==> src/ccs_pkg.sv <==
// Shared types and constants for the column chunk store.
`default_nettype none

package ccs_pkg;

  localparam int unsigned MAX_SLOTS_DEF = 4096;

  localparam int unsigned CNT_W    = 13;  // counter and capacity width
  localparam int unsigned CAP_W    = 17;  // compare width covering capacity and depth
  localparam int unsigned VAL_W    = 64;
  localparam int unsigned SLOT_W   = 16;

  localparam logic [CNT_W-1:0] CAP_RESET = 13'd4096;

  // command queue between front and back
  localparam int unsigned CQ_DEPTH = 4;
  localparam int unsigned CQ_AW    = $clog2(CQ_DEPTH);
  localparam int unsigned CQ_LVL_W = $clog2(CQ_DEPTH + 1);

  // result queue at the output
  localparam int unsigned RQ_DEPTH = 4;
  localparam int unsigned RQ_AW    = $clog2(RQ_DEPTH);
  localparam int unsigned RQ_LVL_W = $clog2(RQ_DEPTH + 1);

  // column type codes
  localparam logic [1:0] TYPE_INT32  = 2'd0;
  localparam logic [1:0] TYPE_INT64  = 2'd1;
  localparam logic [1:0] TYPE_DOUBLE = 2'd2;
  localparam logic [1:0] TYPE_NONE   = 2'd3;

  // configuration register indexes
  localparam logic [1:0] CFG_COLUMN_TYPE = 2'd0;
  localparam logic [1:0] CFG_NULLABLE    = 2'd1;
  localparam logic [1:0] CFG_CAPACITY    = 2'd2;

  typedef enum logic [1:0] {
    CMD_APPEND      = 2'd0,
    CMD_APPEND_NULL = 2'd1,
    CMD_GET         = 2'd2,
    CMD_CLEAR       = 2'd3
  } cmd_t;

  typedef enum logic [2:0] {
    ST_OK      = 3'd0,
    ST_TYPE    = 3'd1,
    ST_FULL    = 3'd2,
    ST_NOTNULL = 3'd3,
    ST_RANGE   = 3'd4,
    ST_NULL    = 3'd5
  } status_t;

  typedef struct packed {
    logic [1:0]       column_type;
    logic             nullable;
    logic [CNT_W-1:0] capacity;
  } cfg_t;

  typedef struct packed {
    cmd_t              cmd;
    logic              type_ok;
    logic [VAL_W-1:0]  value;
    logic [SLOT_W-1:0] slot;
  } cmdq_entry_t;

  typedef struct packed {
    status_t          status;
    logic [VAL_W-1:0] read_value;
    logic [CNT_W-1:0] stored_count;
    logic [CNT_W-1:0] null_total;
    logic             any_nulls;
    logic             page_full;
    logic             stats_valid;
    logic [VAL_W-1:0] min_value;
    logic [VAL_W-1:0] max_value;
  } result_t;

endpackage

`default_nettype wire

==> src/ccs_front.sv <==
// Front end: accept transactions, check type, normalize value, queue commands.
`default_nettype none

module ccs_front
  import ccs_pkg::*;
(
  input  wire logic                     clk,
  input  wire logic                     rst_n,
  input  wire cfg_t                     cfg,
  input  wire logic                     in_push,
  output logic                          in_full,
  input  wire logic [1:0]               in_cmd,
  input  wire logic [1:0]               in_expected_type,
  input  wire logic signed [VAL_W-1:0]  in_value_bits,
  input  wire logic [SLOT_W-1:0]        in_slot_index,
  output logic                          cq_valid,
  output cmdq_entry_t                   cq_head,
  input  wire logic                     cq_pop
);

  cmdq_entry_t          entry_r [CQ_DEPTH];
  cmdq_entry_t          new_entry;
  logic [CQ_AW-1:0]     wr_ptr_r;
  logic [CQ_AW-1:0]     rd_ptr_r;
  logic [CQ_LVL_W-1:0]  count_r;
  logic [CQ_LVL_W-1:0]  count_nxt;
  logic                 push_ok;
  logic                 pop_ok;

  assign in_full  = (count_r == CQ_LVL_W'(CQ_DEPTH));
  assign cq_valid = (count_r != '0);
  assign cq_head  = entry_r[rd_ptr_r];
  assign push_ok  = in_push && !in_full;
  assign pop_ok   = cq_pop && cq_valid;

  // classify: type check and int32 sign extension against current config
  always_comb begin
    new_entry.cmd     = cmd_t'(in_cmd);
    new_entry.type_ok = (cfg.column_type == in_expected_type) &&
                        (cfg.column_type != TYPE_NONE);
    new_entry.slot    = in_slot_index;
    if (cfg.column_type == TYPE_INT32) begin
      new_entry.value = {{32{in_value_bits[31]}}, in_value_bits[31:0]};
    end else begin
      new_entry.value = in_value_bits;
    end
  end

  always_comb begin
    count_nxt = count_r;
    if (push_ok && !pop_ok) begin
      count_nxt = count_r + 1'b1;
    end else if (pop_ok && !push_ok) begin
      count_nxt = count_r - 1'b1;
    end
  end

  always_ff @(posedge clk) begin
    if (!rst_n) begin
      wr_ptr_r <= '0;
      rd_ptr_r <= '0;
      count_r  <= '0;
    end else begin
      count_r <= count_nxt;
      if (push_ok) begin
        wr_ptr_r <= wr_ptr_r + 1'b1;
      end
      if (pop_ok) begin
        rd_ptr_r <= rd_ptr_r + 1'b1;
      end
    end
  end

  always_ff @(posedge clk) begin
    if (push_ok) begin
      entry_r[wr_ptr_r] <= new_entry;
    end
  end

endmodule

`default_nettype wire

==> config.mk <==
export PLATFORM = sky130hd
export DESIGN_NAME = ccs_front
export DESIGN_NICKNAME = d
export VERILOG_FILES = /design/src/ccs_pkg.sv /design/src/ccs_front.sv
export SDC_FILE = /design/constraint.sdc
export NUM_CORES = 1
export LEC_CHECK = 0
export BUFFER_PORTS_ARGS = -buffer_cell sky130_fd_sc_hd__buf_2
export CORE_AREA = 5 5 250 179
export CTS_CLUSTER_SIZE = 25
export DETAILED_ROUTE_END_ITERATION = 7
export DIE_AREA = 0 0 255 184
export SYNTH_ARGS = -nofsm -noshare
export SYNTH_HDL_FRONTEND = slang
export SYNTH_SLANG_ARGS = --single-unit
export TNS_END_PERCENT = 100
==> constraint.sdc <==
create_clock -name clk -period 3.24 [get_ports clk]
set_clock_uncertainty 0.05 [all_clocks]
set_input_delay 0.324 -clock clk [delete_from_list [all_inputs] [get_ports clk]]
set_output_delay 0.324 -clock clk [all_outputs]
set_load 0.01 [all_outputs]
-- After elaboration in Yosys (flattened, before gate mapping)
Memories as Yosys holds them, arrays and structs flattened. A register that Yosys moved wholly into a read port is not among the register bits.
Index checks and enable logic that the tools add are counted.
- add/subtract/negate cells: 4
- equality and inequality tests: 3
- multiplexer cells: 7
- reduce and logical (&&, ||, !) cells: 11
- operators with widths (operator ; count):
    $mux W64 ; 1
    $mux W3 ; 2
    $logic_and A1 B1 Y1 ; 5
    $add A2 B1 Y2 const B ; 2
    $mux W2 ; 2
    $add A3 B1 Y3 const B ; 1
    $eq A3 B3 Y1 const B ; 1
    $logic_not A1 Y1 ; 3
    $reduce_bool A3 Y1 ; 1
    $sub A3 B1 Y3 const B ; 1
    $eq A2 B2 Y1 ; 1
    $logic_not A2 Y1 ; 1
    $mux W1 ; 2
    $ne A2 B2 Y1 const B ; 1
    $reduce_bool A2 Y1 ; 1
- register bits: 7
- bits in writable memories: 332
- input port bits: 104
- output and inout bits: 85
- logic and storage cells: 29
- memories: 1
- memories (name ; depth ; width ; read ports ; clocked after memory_dff ; write ports ; line ; source):
    entry_r ; 4 ; 83 ; 1 ; 1 ; 1 ; ccs_front.sv:21 ; cmdq_entry_t entry_r [CQ_DEPTH];

-- Longest topological paths before layout
- depth in word-level cells: 7
- depth in mapped cells: 9
- mapped depth without buffers: 8

-- Worst setup path after synthesis
Ideal clock, no wire load.
- path type: flip-flop to flip-flop
- from: register count_r[0]
- to: memory entry_r[0][0] in the netlist's numbering, enable pin
- data arrival time: 2.770 ns
- required time: 2.739 ns
- slack: -0.031 ns
- cell stages (with the launch flop): 5
- buffers on the path: 1
- clock period less this slack: 3.271 ns
- cell sequence: dfxtp_1 > nor3b_2 > nor2b_1 > buf_2 > and2_1
- longest elaborated chain between the ends: 5
- ends and longest elaborated chain (what ; line ; source):
    start, declared ; ccs_front.sv:25 ; logic [CQ_LVL_W-1:0] count_r;
    start signal, assigned ; ccs_front.sv:64 ; count_r <= count_nxt;
    $eq A3 B3 Y1 ; ccs_front.sv:30 ; assign in_full = (count_r == CQ_LVL_W'(CQ_DEPTH));
    via in_full ; ccs_front.sv:11 ; output logic in_full,
    $logic_not A1 Y1 ; ccs_front.sv:33 ; assign push_ok = in_push && !in_full;
    $logic_and A1 B1 Y1 ; ccs_front.sv:33 ;
    via push_ok ; ccs_front.sv:27 ; logic push_ok;
    $mux W1 ; ccs_front.sv:75 ; if (push_ok) begin
    $mux W1 (implied by the code) ; ccs_front.sv:76 ; entry_r[wr_ptr_r] <= new_entry;
    end, declared ; ccs_front.sv:21 ;
The timed path passes the listed nets, and every way through them passes these cells.

-- Worst setup path in the final report
- from: register count_r[0]
- to: register count_r[2]
- longest elaborated chain between the ends: 6
- elaborated cells on any way between the ends: 14
- classes of those cells: 2 x add/sub; 1 x eq/ne; 2 x mux; 9 x reduce/logical
- ends and longest elaborated chain (what):
    parallel branches: the longest is 6 deep, another holds $sub A3 B1 Y3
Parallel ways; which one is timed is not known. The select of a mux whose other input is x is not followed.
A chain may end at the register's enable or synchronous reset.

==> impl_metrics.csv <==
group,metric,value,unit
placed_design,dpl_worst_slack,0.731,ns
finish,fillers,3857,
min_path,holdPathEnd,"wr_ptr_r[0]",
synth,netlist_area,0.0128,sq mm
power_and_ir_drop,p_sw_share,26.1,%
run_status,outcome,"finished, final reports clean",
worst_setup_path,r2r_cells,8,
detailed_routing,avgRoutedWirePerCell,19.8,um
timing,slew_headroom,54.8,%
synth,synth_edf_count,332,
timing,worstMarginPinSlew,0.678,ns
finish,nets,919,
flow_run,drv_cap,0,
finish,stdcell_area,0.0161,sq mm
floorplan,die_area,0.0469,sq mm
timing,hold_viol,0,
timing,setup_viol,0,
clocking,cts_buffers,34,
placed_design,placed_cell_area,0.0145,sq mm
timing,grt_setup_unrepaired,"no",
detailed_routing,dr.pass1.iters,6,
global_route,antenna_found_initial,5,
detailed_routing,drc,0,
power_and_ir_drop,comb_power_share,23.1,%
synth,synth_warnings,0,
timing,period_share,77.2,%
timing,fin_setup_tns,0,ns
worst_setup_path,crit_type,"reg2reg",
floorplan,boundaryPins,189,
power_and_ir_drop,p_per_area,771,mW/mm^2
worst_setup_path,r2r_start,"count_r[0]",
synth,async_flop_share,0,%
clocking,cts_root_buffer,"clkbuf_16",
floorplan,die_y,184,um
power_and_ir_drop,power.share.sequential,44.6,%
worst_setup_path,reg2reg_to,"count_r[2]",
timing,fin_crit,2.50,ns
placed_design,gp_congestion,0.690,
clocking,postCtsResizedCells,0,
power_and_ir_drop,internal-power,9.18,mW
global_route,grt_max_degree,84,
placed_design,port_buffers,174,
global_route,grt_pass1_vias,6786,
floorplan,coreArea,0.0419,sq mm
finish,seq_area,0.0102,sq mm
min_path,holdPathStages,3,
global_route,grt_pass1_wl,41.3,mm
finish,areaGrowthSynthToFinish,25.7,%
synth,synthFlopType,"edfxtp_1",
clocking,worst_skew_pair.late_latency,0.51,ns
synth,synthCells,560,
worst_setup_path,cp.arrival,2.89,ns
detailed_routing,num_vias,6274,
finish,drive_above_1_share,40.1,%
global_route,globalRouteOverflowTotal,0,
floorplan,die_w,255,um
worst_setup_path,ff2ff_setup_slack,0.74,ns
floorplan,start_util,30.6,%
timing,drv_slew,0,
detailed_routing,avgViaCountPerCell,4.53,
min_path,worstHoldStart,"rst_n",
synth,synth_top_family_by_area,"multiplexers",
timing,fin_ws,0.740,ns
synth,ys_seq_area_share,79.2,%
clocking,cts_max_level,2,
synth,synth-simple-area-share,1.89,%
min_path,hold_path_class,"in2reg",
power_and_ir_drop,clockPowerShare,32.3,%
synth,synth-seq-cells,341,
finish,multi_input_area,0.00248,sq mm
synth,synth_xor_area_share,0.342,%
clocking,cts_max_path_buffers,3,
synth,synthMuxAreaShare,14.8,%
synth,synth_compound_area_share,1.57,%
placed_design,dp_hpwl,16.6,mm
clocking,cts.clk_slew.worst_paths,0.06,ns
worst_setup_path,cp.required,3.63,ns
worst_setup_path,cp_max_fo,7,
clocking,cts_tree,"built",
detailed_routing,ant_nets,0,
synth,synth_fp_nets,670,
power_and_ir_drop,p_sw,3.25,mW
worst_setup_path,crit_path_end_kind,"flip-flop",
detailed_routing,dr.first_iter.drc_count,355,
timing,fmax,0.400,GHz
clocking,cts.sinks,341,
power_and_ir_drop,ir_worst_vdd,0.000335,V
power_and_ir_drop,p_leak,5.47,nW
synth,ys_types,25,
global_route,globalRouteTotalUtil,11.6,%
synth,avgSynthCellArea,22.9,sq um
detailed_routing,drt_wl_total,27.4,mm
floorplan,num_rows,63,
worst_setup_path,crit_path_start_kind,"flip-flop",
synth,synthAdderAreaFrac,0.644,%
## flip-flops by register name (all words and copies together), names as in the netlist, named ones only
name      count
wr_ptr_r      2
count_r       3
entry_r     332
rd_ptr_r      2
## synthesized netlist by cell type (2+ instances only)
cell type / instances / area, sq um
o21ai_0: 33 / 165
inv_1: 3 / 11.3
buf_6: 8 / 90.1
ha_1: 5 / 62.6
mux2i_1: 3 / 30.0
buf_2: 10 / 50.1
xnor2_1: 3 / 26.3
dfxtp_1: 9 / 180
clkbuf_1: 11 / 41.3
xor2_1: 2 / 17.5
nor2b_1: 2 / 12.5
and2_1: 8 / 50.1
nand2_1: 37 / 139
edfxtp_1: 332 / 9970
mux4_2: 83 / 1870
or3_1: 2 / 12.5
## critical path, stage by stage, from the launching register on
cell      delay, ns
dfxtp_1        0.49
nor3b_2        0.10
nor2b_1        0.47
ha_1           0.29
inv_1          0.06
fa_1           0.37
xor2_1         0.15
or3_1          0.29
a21boi_0       0.15
## per-stage QoR
stage               std cells  utilization [%]  hold slack (ns)  power [mW]
global route             1386             38.4           0.0767        13.1
finish                   1386             38.4            0.108        12.4
floorplan                 560                -            0.373        7.44
CTS                      1385             38.4           0.0631        12.7
global placement         1275             34.5            0.440        8.54
detailed placement       1275             34.5            0.450        8.57
## metal layers
| layer | GRT usage, % | wire (um) | up-vias |
|---|---|---|---|
| li1 | - | - | 2834 |
| met1 | 15.0 | 11800 | 3249 |
| met2 | 19.4 | 13400 | 148 |
| met3 | 3.48 | 1660 | 41 |
| met4 | 2.78 | 506 | 2 |
| met5 | 0 | 19 | - |
## how the worst max path moves through the flow
stage	from	slack (ns)	endpoint	cells after the start
2_1_floorplan	count_r[0]	0.88	entry_r[0][0]	4
3_5_place_dp	count_r[0]	0.73	count_r[2]	8
3_3_place_gp	count_r[0]	0.75	count_r[2]	8
6_report	count_r[0]	0.74	count_r[2]	8
5_1_grt	count_r[0]	0.46	count_r[2]	8
4_1_cts	flip-flop	0.69	cq_head[30]	3
## power by group through the flow
stage / registers, mW / logic [mW] / clock network, mW
global route: 5.58 / 3.14 / 4.35
global placement: 5.62 / 2.92 / 0
detailed placement: 5.64 / 2.93 / 0
floorplan: 5.56 / 1.88 / 0
CTS: 5.55 / 2.98 / 4.16
finish: 5.54 / 2.87 / 4.02
## cell families after synthesis
kind of cell    Yosys count
buf+inv                  33
simple gates             52
compound gates           37
fa+ha+maj                 6
mux                      86
flops                   341
xor+xnor                  5
## cell usage in the layout (no fill, tap or decap), types with 7 or more instances in the layout
master         instances
edfxtp_1             332
o21ai_0               33
nand2_1               37
buf_2                174
clkbuf_1               8
dfxtp_1                7
buf_4                 10
clkbuf_16             35
buf_12                 9
dlygate4sd3_1         50
mux4_2                83
## final cells by class
cell class / instances / area share, %
clock buffer: 43 / 5.62
timing repair buffer: 243 / 10.1
antenna: 1 / 0.0155
tap: 552 / 4.29
clock inverter: 17 / 1.49
sequential: 341 / 63.0
inverter: 3 / 0.0699
multi-input combinational: 186 / 15.4
## repair_timing
item                                    in CTS  in global routing
hold endpoints to repair                   200                  0
hold buffers                                50                  0
buffers inserted                             0                  0
endpoints found under the setup margin       0                  0
(Power assumes the default switching activity.)
