## src/ccs_pkg.sv

```systemverilog
// Shared types and constants for the column chunk store.
`default_nettype none

package ccs_pkg;

  localparam int unsigned MAX_SLOTS_DEF = 4096;

  localparam int unsigned CNT_W    = 13;  // counter and capacity width
  localparam int unsigned CAP_W    = 17;  // compare width covering capacity and depth
  localparam int unsigned VAL_W    = 64;
  localparam int unsigned SLOT_W   = 16;

  localparam logic [CNT_W-1:0] CAP_RESET = 13'd4096;

  // command queue between front and back
  localparam int unsigned CQ_DEPTH = 4;
  localparam int unsigned CQ_AW    = $clog2(CQ_DEPTH);
  localparam int unsigned CQ_LVL_W = $clog2(CQ_DEPTH + 1);

  // result queue at the output
  localparam int unsigned RQ_DEPTH = 4;
  localparam int unsigned RQ_AW    = $clog2(RQ_DEPTH);
  localparam int unsigned RQ_LVL_W = $clog2(RQ_DEPTH + 1);

  // column type codes
  localparam logic [1:0] TYPE_INT32  = 2'd0;
  localparam logic [1:0] TYPE_INT64  = 2'd1;
  localparam logic [1:0] TYPE_DOUBLE = 2'd2;
  localparam logic [1:0] TYPE_NONE   = 2'd3;

  // configuration register indexes
  localparam logic [1:0] CFG_COLUMN_TYPE = 2'd0;
  localparam logic [1:0] CFG_NULLABLE    = 2'd1;
  localparam logic [1:0] CFG_CAPACITY    = 2'd2;

  typedef enum logic [1:0] {
    CMD_APPEND      = 2'd0,
    CMD_APPEND_NULL = 2'd1,
    CMD_GET         = 2'd2,
    CMD_CLEAR       = 2'd3
  } cmd_t;

  typedef enum logic [2:0] {
    ST_OK      = 3'd0,
    ST_TYPE    = 3'd1,
    ST_FULL    = 3'd2,
    ST_NOTNULL = 3'd3,
    ST_RANGE   = 3'd4,
    ST_NULL    = 3'd5
  } status_t;

  typedef struct packed {
    logic [1:0]       column_type;
    logic             nullable;
    logic [CNT_W-1:0] capacity;
  } cfg_t;

  typedef struct packed {
    cmd_t              cmd;
    logic              type_ok;
    logic [VAL_W-1:0]  value;
    logic [SLOT_W-1:0] slot;
  } cmdq_entry_t;

  typedef struct packed {
    status_t          status;
    logic [VAL_W-1:0] read_value;
    logic [CNT_W-1:0] stored_count;
    logic [CNT_W-1:0] null_total;
    logic             any_nulls;
    logic             page_full;
    logic             stats_valid;
    logic [VAL_W-1:0] min_value;
    logic [VAL_W-1:0] max_value;
  } result_t;

endpackage

`default_nettype wire

```

## src/ccs_resq.sv

```systemverilog
// Result queue: holds finished results until the consumer pops them.
`default_nettype none

module ccs_resq
  import ccs_pkg::*;
(
  input  wire logic                 clk,
  input  wire logic                 rst_n,
  input  wire logic                 res_push,
  input  wire result_t              res,
  output logic [RQ_LVL_W-1:0]       rq_level,
  output logic                      out_empty,
  input  wire logic                 out_pop,
  output result_t                   head
);

  result_t              entry_r [RQ_DEPTH];
  logic [RQ_AW-1:0]     wr_ptr_r;
  logic [RQ_AW-1:0]     rd_ptr_r;
  logic [RQ_LVL_W-1:0]  count_r;
  logic [RQ_LVL_W-1:0]  count_nxt;
  logic                 pop_ok;

  assign rq_level  = count_r;
  assign out_empty = (count_r == '0);
  assign head      = entry_r[rd_ptr_r];
  assign pop_ok    = out_pop && !out_empty;

  always_comb begin
    count_nxt = count_r;
    if (res_push && !pop_ok) begin
      count_nxt = count_r + 1'b1;
    end else if (pop_ok && !res_push) begin
      count_nxt = count_r - 1'b1;
    end
  end

  always_ff @(posedge clk) begin
    if (!rst_n) begin
      wr_ptr_r <= '0;
      rd_ptr_r <= '0;
      count_r  <= '0;
    end else begin
      count_r <= count_nxt;
      if (res_push) begin
        wr_ptr_r <= wr_ptr_r + 1'b1;
      end
      if (pop_ok) begin
        rd_ptr_r <= rd_ptr_r + 1'b1;
      end
    end
  end

  always_ff @(posedge clk) begin
    if (res_push) begin
      entry_r[wr_ptr_r] <= res;
    end
  end

endmodule

`default_nettype wire

```

## config.mk

```make
export PLATFORM = sky130hd
export DESIGN_NAME = ccs_resq
export DESIGN_NICKNAME = d
export VERILOG_FILES = /design/src/ccs_pkg.sv /design/src/ccs_resq.sv
export SDC_FILE = /design/constraint.sdc
export NUM_CORES = 1
export LEC_CHECK = 0
export BUFFER_PORTS_ARGS = -buffer_cell sky130_fd_sc_hd__buf_2
export CAP_MARGIN = 20
export CORE_MARGIN = 3
export CORE_UTILIZATION = 53
export CTS_BUF_LIST = sky130_fd_sc_hd__clkbuf_8
export CTS_CLUSTER_DIAMETER = 200
export DETAILED_ROUTE_END_ITERATION = 7
export GPL_TIMING_DRIVEN = 0
export HOLD_SLACK_MARGIN = 0.12
export PLACE_DENSITY = 0.77
export SYNTH_ARGS = -nofsm -noshare
export SYNTH_HDL_FRONTEND = slang
export SYNTH_SLANG_ARGS = --single-unit
```

## constraint.sdc

```tcl
create_clock -name clk -period 6.6 [get_ports clk]
set_input_delay 0.33 -clock clk [delete_from_list [all_inputs] [get_ports clk]]
set_output_delay 0.33 -clock clk [all_outputs]
set_load 0.01 [all_outputs]
```

==> Word level (Yosys, flattened, before mapping) <==
Memory sizes are Yosys's and may differ from the RTL's. A register that Yosys moved wholly into a read port is not among the register bits.
Index checks and enable logic that the tools add are counted.
{ "totals": {"wordCells": 22, "out_inout_bits": 228, "input_bits": 228, "ram_bits": 896, "n_memories": 1, "register_bits": 7} }
{ "op_classes": {"n_addsub": 4, "muxes": 6, "n_reduce_logical": 8} }
{ "mem_list": {"columns": ["name", "depth", "word_bits", "rd", "rd_ports_with_merged_regs", "write_ports", "line_no", "text"], "rows": [
  ["entry_r", 4, 224, 1, 1, 1, "ccs_resq.sv:17", "result_t entry_r [RQ_DEPTH];"]
]} }
{ "op_table": {"columns": ["cell", "count"], "rows": [
  ["$mux W3", 2],
  ["$add A2 B1 Y2 const B", 2],
  ["$mux W2", 2],
  ["$add A3 B1 Y3 const B", 1],
  ["$logic_and A1 B1 Y1", 3],
  ["$logic_not A1 Y1", 3],
  ["$logic_not A3 Y1", 1],
  ["$sub A3 B1 Y3 const B", 1],
  ["$mux W1", 2],
  ["$reduce_bool A2 Y1", 1]
]} }

==> Logic depth before layout (Yosys ltp) <==
Gate-level depths: netlist of run 1.
{ "depth": {"ltp_word": 6, "mapped_depth": 7, "mapped_depth_nobuf": 7} }

==> Worst setup path after synthesis of run 1 <==
No wires, ideal clock.
{ "synth_path": {"kind": "register -> register", "from": "register wr_ptr_r[0]", "to": "memory entry_r[0][0] (netlist bit) (enable)", "synth_period_minus_slack_ns": 6.239, "t_required_ns": 5.988, "setup_time_ns": 0.612, "path_slack_ns": 0.361, "stages_incl_launch_ff": 4, "n_path_buf": 0, "arrival_time_ns": 5.627, "cell_sequence": "dfxtp_1 > inv_1 > ha_1 > and2_1"} }
{ "synth_rtl": {"columns": ["item", "line_no", "text"], "rows": [
  ["start, declared", "ccs_resq.sv:18", "logic [RQ_AW-1:0] wr_ptr_r;"],
  ["start signal, assigned", "ccs_resq.sv:46", "wr_ptr_r <= wr_ptr_r + 1'b1;"],
  ["end, declared", "ccs_resq.sv:17", null]
]} }
Straight into the memory's write port.

==> impl_metrics.tcl, run 1 <==
set metrics [dict create \
    wl_per_cell_um 24.60 \
    period_minus_slack_ns 3.669 \
    skew_ns 0.02396 \
    numCtsBuffers 141 \
    hpwl_um 42920 \
    route.detailed.drc 0 \
    met2_usage 0.3740 \
    worst_hold_path.num_cells 2 \
    rows 90 \
    worst_pin_slew_ns 0.9575 \
    synth_cells 1212 \
    grt-ovfl-total 0 \
    gr-usage-met3 0.08168 \
    postRouteAntennaNets 0 \
    numPortBuffers 455 \
    final_common_cell "edfxtp_1" \
    drive_above_1_share 0.4233 \
    critPathLaunchType "register" \
    post-route-util 0.6790 \
    reg2reg_to "entry_r[1][96]$_DFFE_PP_" \
    clock.fmax_ghz 0.2726 \
    min_to "entry_r[2][91]$_DFFE_PP_" \
    grt_busiest_layer "met2" \
    slew_headroom 0.3617 \
    ios 456 \
    fillers 3547 \
    multi_input_area_sq_mm 0.005310 \
    arrival_ns 3.34 \
    postSynthAreaPerCell_sq_um 27.03 \
    layout_common_cells "896 x edfxtp_1, 479 x buf_2, 227 x dlygate4sd3_1" \
    firstDrtPassIters 5 \
    synth_cell_types 20 \
    grt_pass1_vias 17510 \
    finalHoldViolCount 0 \
    grt_pass1_wl_um 107600 \
    layout.area.seq_sq_mm 0.02709 \
    finalWeightedCongestion 0.7446 \
    core_area_sq_mm 0.06070 \
    ys_seq_area_frac 0.8269 \
    antenna_found_initial 11 \
    r2r_slack_ns 4.07 \
    cts.path.max_buffers 3 \
    reg2reg_depth 6 \
    timing.final.crit_share 0.5559 \
    tritoncts "built" \
    clk_pin_slew_worst_paths_ns 0.06 \
    hold_path_class "input port to register" \
    grt_max_degree 58 \
    grtUsageTotal 0.2262 \
    ir_drop_mv 0.3112 \
    hp-start "res[91]" \
    path_class "register to output port" \
    vias_per_cell 5.562 \
    drt-initial-drc-count 1202 \
    status "finished clean" \
    setup_viol 0 \
    ys_seq_elements 905 \
    die_x_um 254.6 \
    cp.required_ns 6.27 \
    slew_violations 0 \
    cts_max_level 4 \
    yosysWarnings 0 \
    vias 16360 \
    use_met1 0.2744 \
    finalPower_mw 14.23 \
    wl_um 72340 \
    r2r-start "wr_ptr_r[1]$_SDFFE_PN0P_" \
    synth.net_count 1446 \
    dieArea_sq_mm 0.06483 \
    cts_root_buf "clkbuf_8" \
    clk_latency_ns 0.77 \
    start_util 0.5397 \
    syn_to_final_growth_pct 25.81 \
    post_cts_buffers 0 \
    maxCapViolations 0 \
    p_per_area_mw_per_mm2 345.2 \
    die_h_um 254.6 \
    grt_setup_unrepaired "no" \
    nets 2287 \
    cp-end-kind "output port" \
    synth_area_sq_mm 0.03276 \
    leakage_nw 14.18 \
    clock-sinks 905 \
    crit_path_max_fanout 10 \
]
==> cells by family (layout without fill, tap and decap cells) <==
logic type,Yosys count,count (layout),synth area share
AOI/OAI and AO/OA,4,4,0.0008786
xor gates and xnor gates,5,5,0.001337
adders and majority gates,6,6,0.002521
buffers and inverters,53,993,0.01134
DFF,905,905,0.8269
muxes,226,226,0.1546
other,0,7,0
and+or+nand+nor,13,13,0.002444
==> stage by stage <==
| stage | std cells | hold slack (ns) | setup slack (ns) | TNS [ns] | area [sq um] |
|---|---|---|---|---|---|
| after floorplan | 1212 | 0.4289 | 0.3612 | 0 | 32760 |
| after global placement | 2449 | 0.5341 | -3.658 | -3232.40 | 36010 |
| after detailed placement | 2465 | 0.5446 | 3.634 | 0 | 36460 |
| after CTS | 2934 | 0.1932 | 2.757 | 0 | 41200 |
| after global routing | 2941 | 0.2581 | 2.780 | 0 | 41210 |
| final | 2941 | 0.3064 | 2.931 | 0 | 41210 |
==> where the power goes <==
group / internal [mW] / switching, mW / total, mW
Sequential: 6.62 / 0.0772 / 6.70
Clock: 2.06 / 2.09 / 4.16
Combinational: 1.65 / 1.73 / 3.37
Total: 10.3 / 3.90 / 14.2
==> repair_timing <==
item                                   CTS  global route
endpoints found under the hold margin  905             0
hold buffers                           227             0
resized for setup                        0             0
==> flip-flops by register name (all words and copies together), names as in the netlist, named ones only <==
register / flops
rd_ptr_r: 2
entry_r: 896
rq_level: 3
wr_ptr_r: 2
==> cell usage after synthesis <==
master	n	area, sq um
o21ai_0	1	5.000
mux2i_1	2	20.02
o31ai_1	1	7.510
ha_1	5	62.56
edfxtp_1	896	26910
o311ai_0	1	8.760
clkbuf_1	7	26.28
xnor2_1	3	26.28
nor3_1	1	5.000
dfxtp_1	9	180.2
nor2b_1	2	12.51
or3_1	1	6.260
and2_1	9	56.30
inv_1	3	11.26
xor2_1	2	17.52
buf_2	24	120.1
a21boi_0	1	7.510
mux4_2	224	5045
buf_6	19	214.0
fa_1	1	20.02
==> metal layers <==
metal	vias up	routed length, um
met1	8449	25770
met3	134	7067
met2	771	37310
li1	6999	-
met5	-	34
met4	6	2156
==> layout make-up <==
type / instances / share of cell area
clock inverter: 95 / 0.01060
tap: 782 / 0.02374
sequential: 905 / 0.6572
inverter: 3 / 0.0002732
antenna: 7 / 0.0004250
buffer: 50 / 0.008743
multi-input combinational: 254 / 0.1288
timing repair buffer: 698 / 0.1211
clock buffer: 147 / 0.04909
==> worst max-delay path by stage <==
stage	start	to	depth (start not counted)
6_report	register	head[144]	5
5_1_grt	register	head[144]	5
4_1_cts	register	head[144]	5
3_5_place_dp	register	head[144]	5
3_3_place_gp	wr_ptr_r[0]$_SDFFE_PN0P_	entry_r[1][184]$_DFFE_PP_	2
2_1_floorplan	wr_ptr_r[0]$_SDFFE_PN0P_	entry_r[0][0]$_DFFE_PP_	3
==> critical path, stage by stage (launching register included) <==
cell      delay [ns]
dfxtp_1         0.30
buf_2           0.36
clkbuf_1        0.76
buf_2           0.45
mux4_2          0.47
buf_2           0.20
(Power assumes the default switching activity.)
==> run 2, diff against run 1 <==
clock period = 3.1 ns   (was 6.6 ns; I/O delays follow)
==> impl_metrics.tcl, run 2 (synthesis results as in run 1) <==
set metrics [dict create \
    status "finished clean" \
    grt_max_degree 58 \
    die_x_um 254.6 \
    p_per_area_mw_per_mm2 707.0 \
    crit_path_cell_trace "buf_2, clkbuf_4, buf_2, mux4_2, buf_2" \
    vias 17380 \
    syn_to_final_growth_pct 32.47 \
    leakage_nw 15.14 \
    fillers 3305 \
    cts_max_level 4 \
    core_area_sq_mm 0.06070 \
    post-route-util 0.7150 \
    slew_headroom 0.5330 \
    route.detailed.drc 0 \
    crit_path_max_fanout 10 \
    wl_um 78610 \
    ir_drop_mv 0.6851 \
    hold_ws_ns 0.1786 \
    critPathLaunchType "register" \
    dpl-instance-area_sq_mm 0.03646 \
    finalHoldViolCount 0 \
    worst_pin_slew_ns 0.7005 \
    drive_above_1_share 0.3822 \
    period_minus_slack_ns 2.896 \
    largest_register_ffs 896 \
    vias_per_cell 5.495 \
    clk_latency_ns 0.77 \
    numCtsBuffers 141 \
    clock-sinks 905 \
    intPower_mw 22.17 \
    met2_usage 0.4192 \
    postRouteAntennaNets 0 \
    p_switching_mw 8.509 \
    slowest_delay_ns 0.38 \
    nets 2504 \
    timing.final.crit_share 0.9344 \
    grtUsageTotal 0.2467 \
    layout.area.seq_sq_mm 0.02709 \
    die_h_um 254.6 \
    grt_pass1_vias 18890 \
    clk_pin_slew_worst_paths_ns 0.06 \
    setup_slack_ns 0.2035 \
    final_common_cell "edfxtp_1" \
    use_met1 0.3003 \
    crit_top_cell "buf_2" \
    p_seq_frac 0.465 \
    path_class "register to output port" \
    clock.fmax_ghz 0.3452 \
    ios 456 \
    design_area_sq_mm 0.04340 \
    grt-ovfl-total 0 \
    multi_input_area_sq_mm 0.005310 \
    finalSetupTns_ns 0 \
    cp-end-kind "output port" \
    switching_share 0.2774 \
    finalWeightedCongestion 0.7326 \
    grt_pass1_wl_um 117100 \
    layout_common_cells "896 x edfxtp_1, 478 x buf_2, 444 x dlygate4sd3_1" \
    hpwl_um 41890 \
    skew_ns 0.03689 \
    numPortBuffers 455 \
    cts.path.max_buffers 3 \
    crit_path_top_delay_cell "clkbuf_4" \
    arrival_ns 2.74 \
    largest_register "entry_r" \
    cp.required_ns 2.94 \
    power.share.clock 0.291 \
    grt_busiest_layer "met2" \
    start_util 0.5397 \
    drt-initial-drc-count 1414 \
    gr-usage-met3 0.07934 \
    maxCapViolations 0 \
    setup_viol 0 \
    rows 90 \
    tritoncts "built" \
    hold_path_class "input port to register" \
    wl_per_cell_um 24.85 \
    cts_root_buf "clkbuf_8" \
    antenna_found_initial 12 \
    grt_setup_unrepaired "no" \
    slew_violations 0 \
    firstDrtPassIters 5 \
    dieArea_sq_mm 0.06483 \
    place_ws_ns 0.3713 \
    p_comb_frac 0.244 \
]
==> run 2: what timing repair did <==
item | in CTS | in global routing
setup buffers | 0 | 0
endpoints found under the hold margin | 1012 | 0
gates resized for setup | 3 | 0
hold buffers | 444 | 0
endpoints found under the setup margin | 100 | 0
==> run 2: stage by stage <==
step           std cells  power, mW
3_3_place_gp        2449      21.34
3_5_place_dp        2465      21.46
6_report            3163      30.68
5_1_grt             3163      31.97
2_1_floorplan       1212      18.83
4_1_cts             3155      30.69
==> run 2: routing by layer <==
layer  vias up  share of wire
li1       7456              -
met1      8904           0.36
met2       861           0.53
met3       157          0.090
met4         4          0.027
met5         -        0.00027
==> run 2: power by group through the flow <==
stage | Clock [mW] | Combinational [mW] | Sequential [mW]
2_1_floorplan | 0 | 4.36 | 14.5
3_3_place_gp | 0 | 6.83 | 14.5
3_5_place_dp | 0 | 6.97 | 14.5
4_1_cts | 8.99 | 7.46 | 14.2
5_1_grt | 9.68 | 7.99 | 14.3
6_report | 8.92 | 7.49 | 14.3
==> run 2: worst paths after layout <==
check                                               from                        end  slack [ns]  cells after the start
worst min register to register  rd_ptr_r[1]$_SDFFE_PN0P_   rd_ptr_r[1]$_SDFFE_PN0P_        0.62                      2
worst max register to register  wr_ptr_r[1]$_SDFFE_PN0P_   entry_r[3][77]$_DFFE_PP_        0.82                      4
worst max-delay path                            register                   head[78]        0.20                      5
worst min-delay path                            res[165]  entry_r[2][165]$_DFFE_PP_        0.18                      2
==> run 2: worst max-delay path, delay by kind of cell (launching register included) <==
kind,cells,cell delay [ns]
buffers and inverters,4,1.28
muxes,1,0.37
DFF,1,0.31
==> run 2: layout make-up <==
class	instances	area share
Sequential cell	905	0.6242
Timing Repair Buffer	915	0.1650
Multi-Input combinational cell	254	0.1224
Clock buffer	143	0.04535
Tap cell	782	0.02255
Clock inverter	103	0.01136
Buffer	50	0.008448
Antenna cell	8	0.0004613
Inverter	3	0.0002595
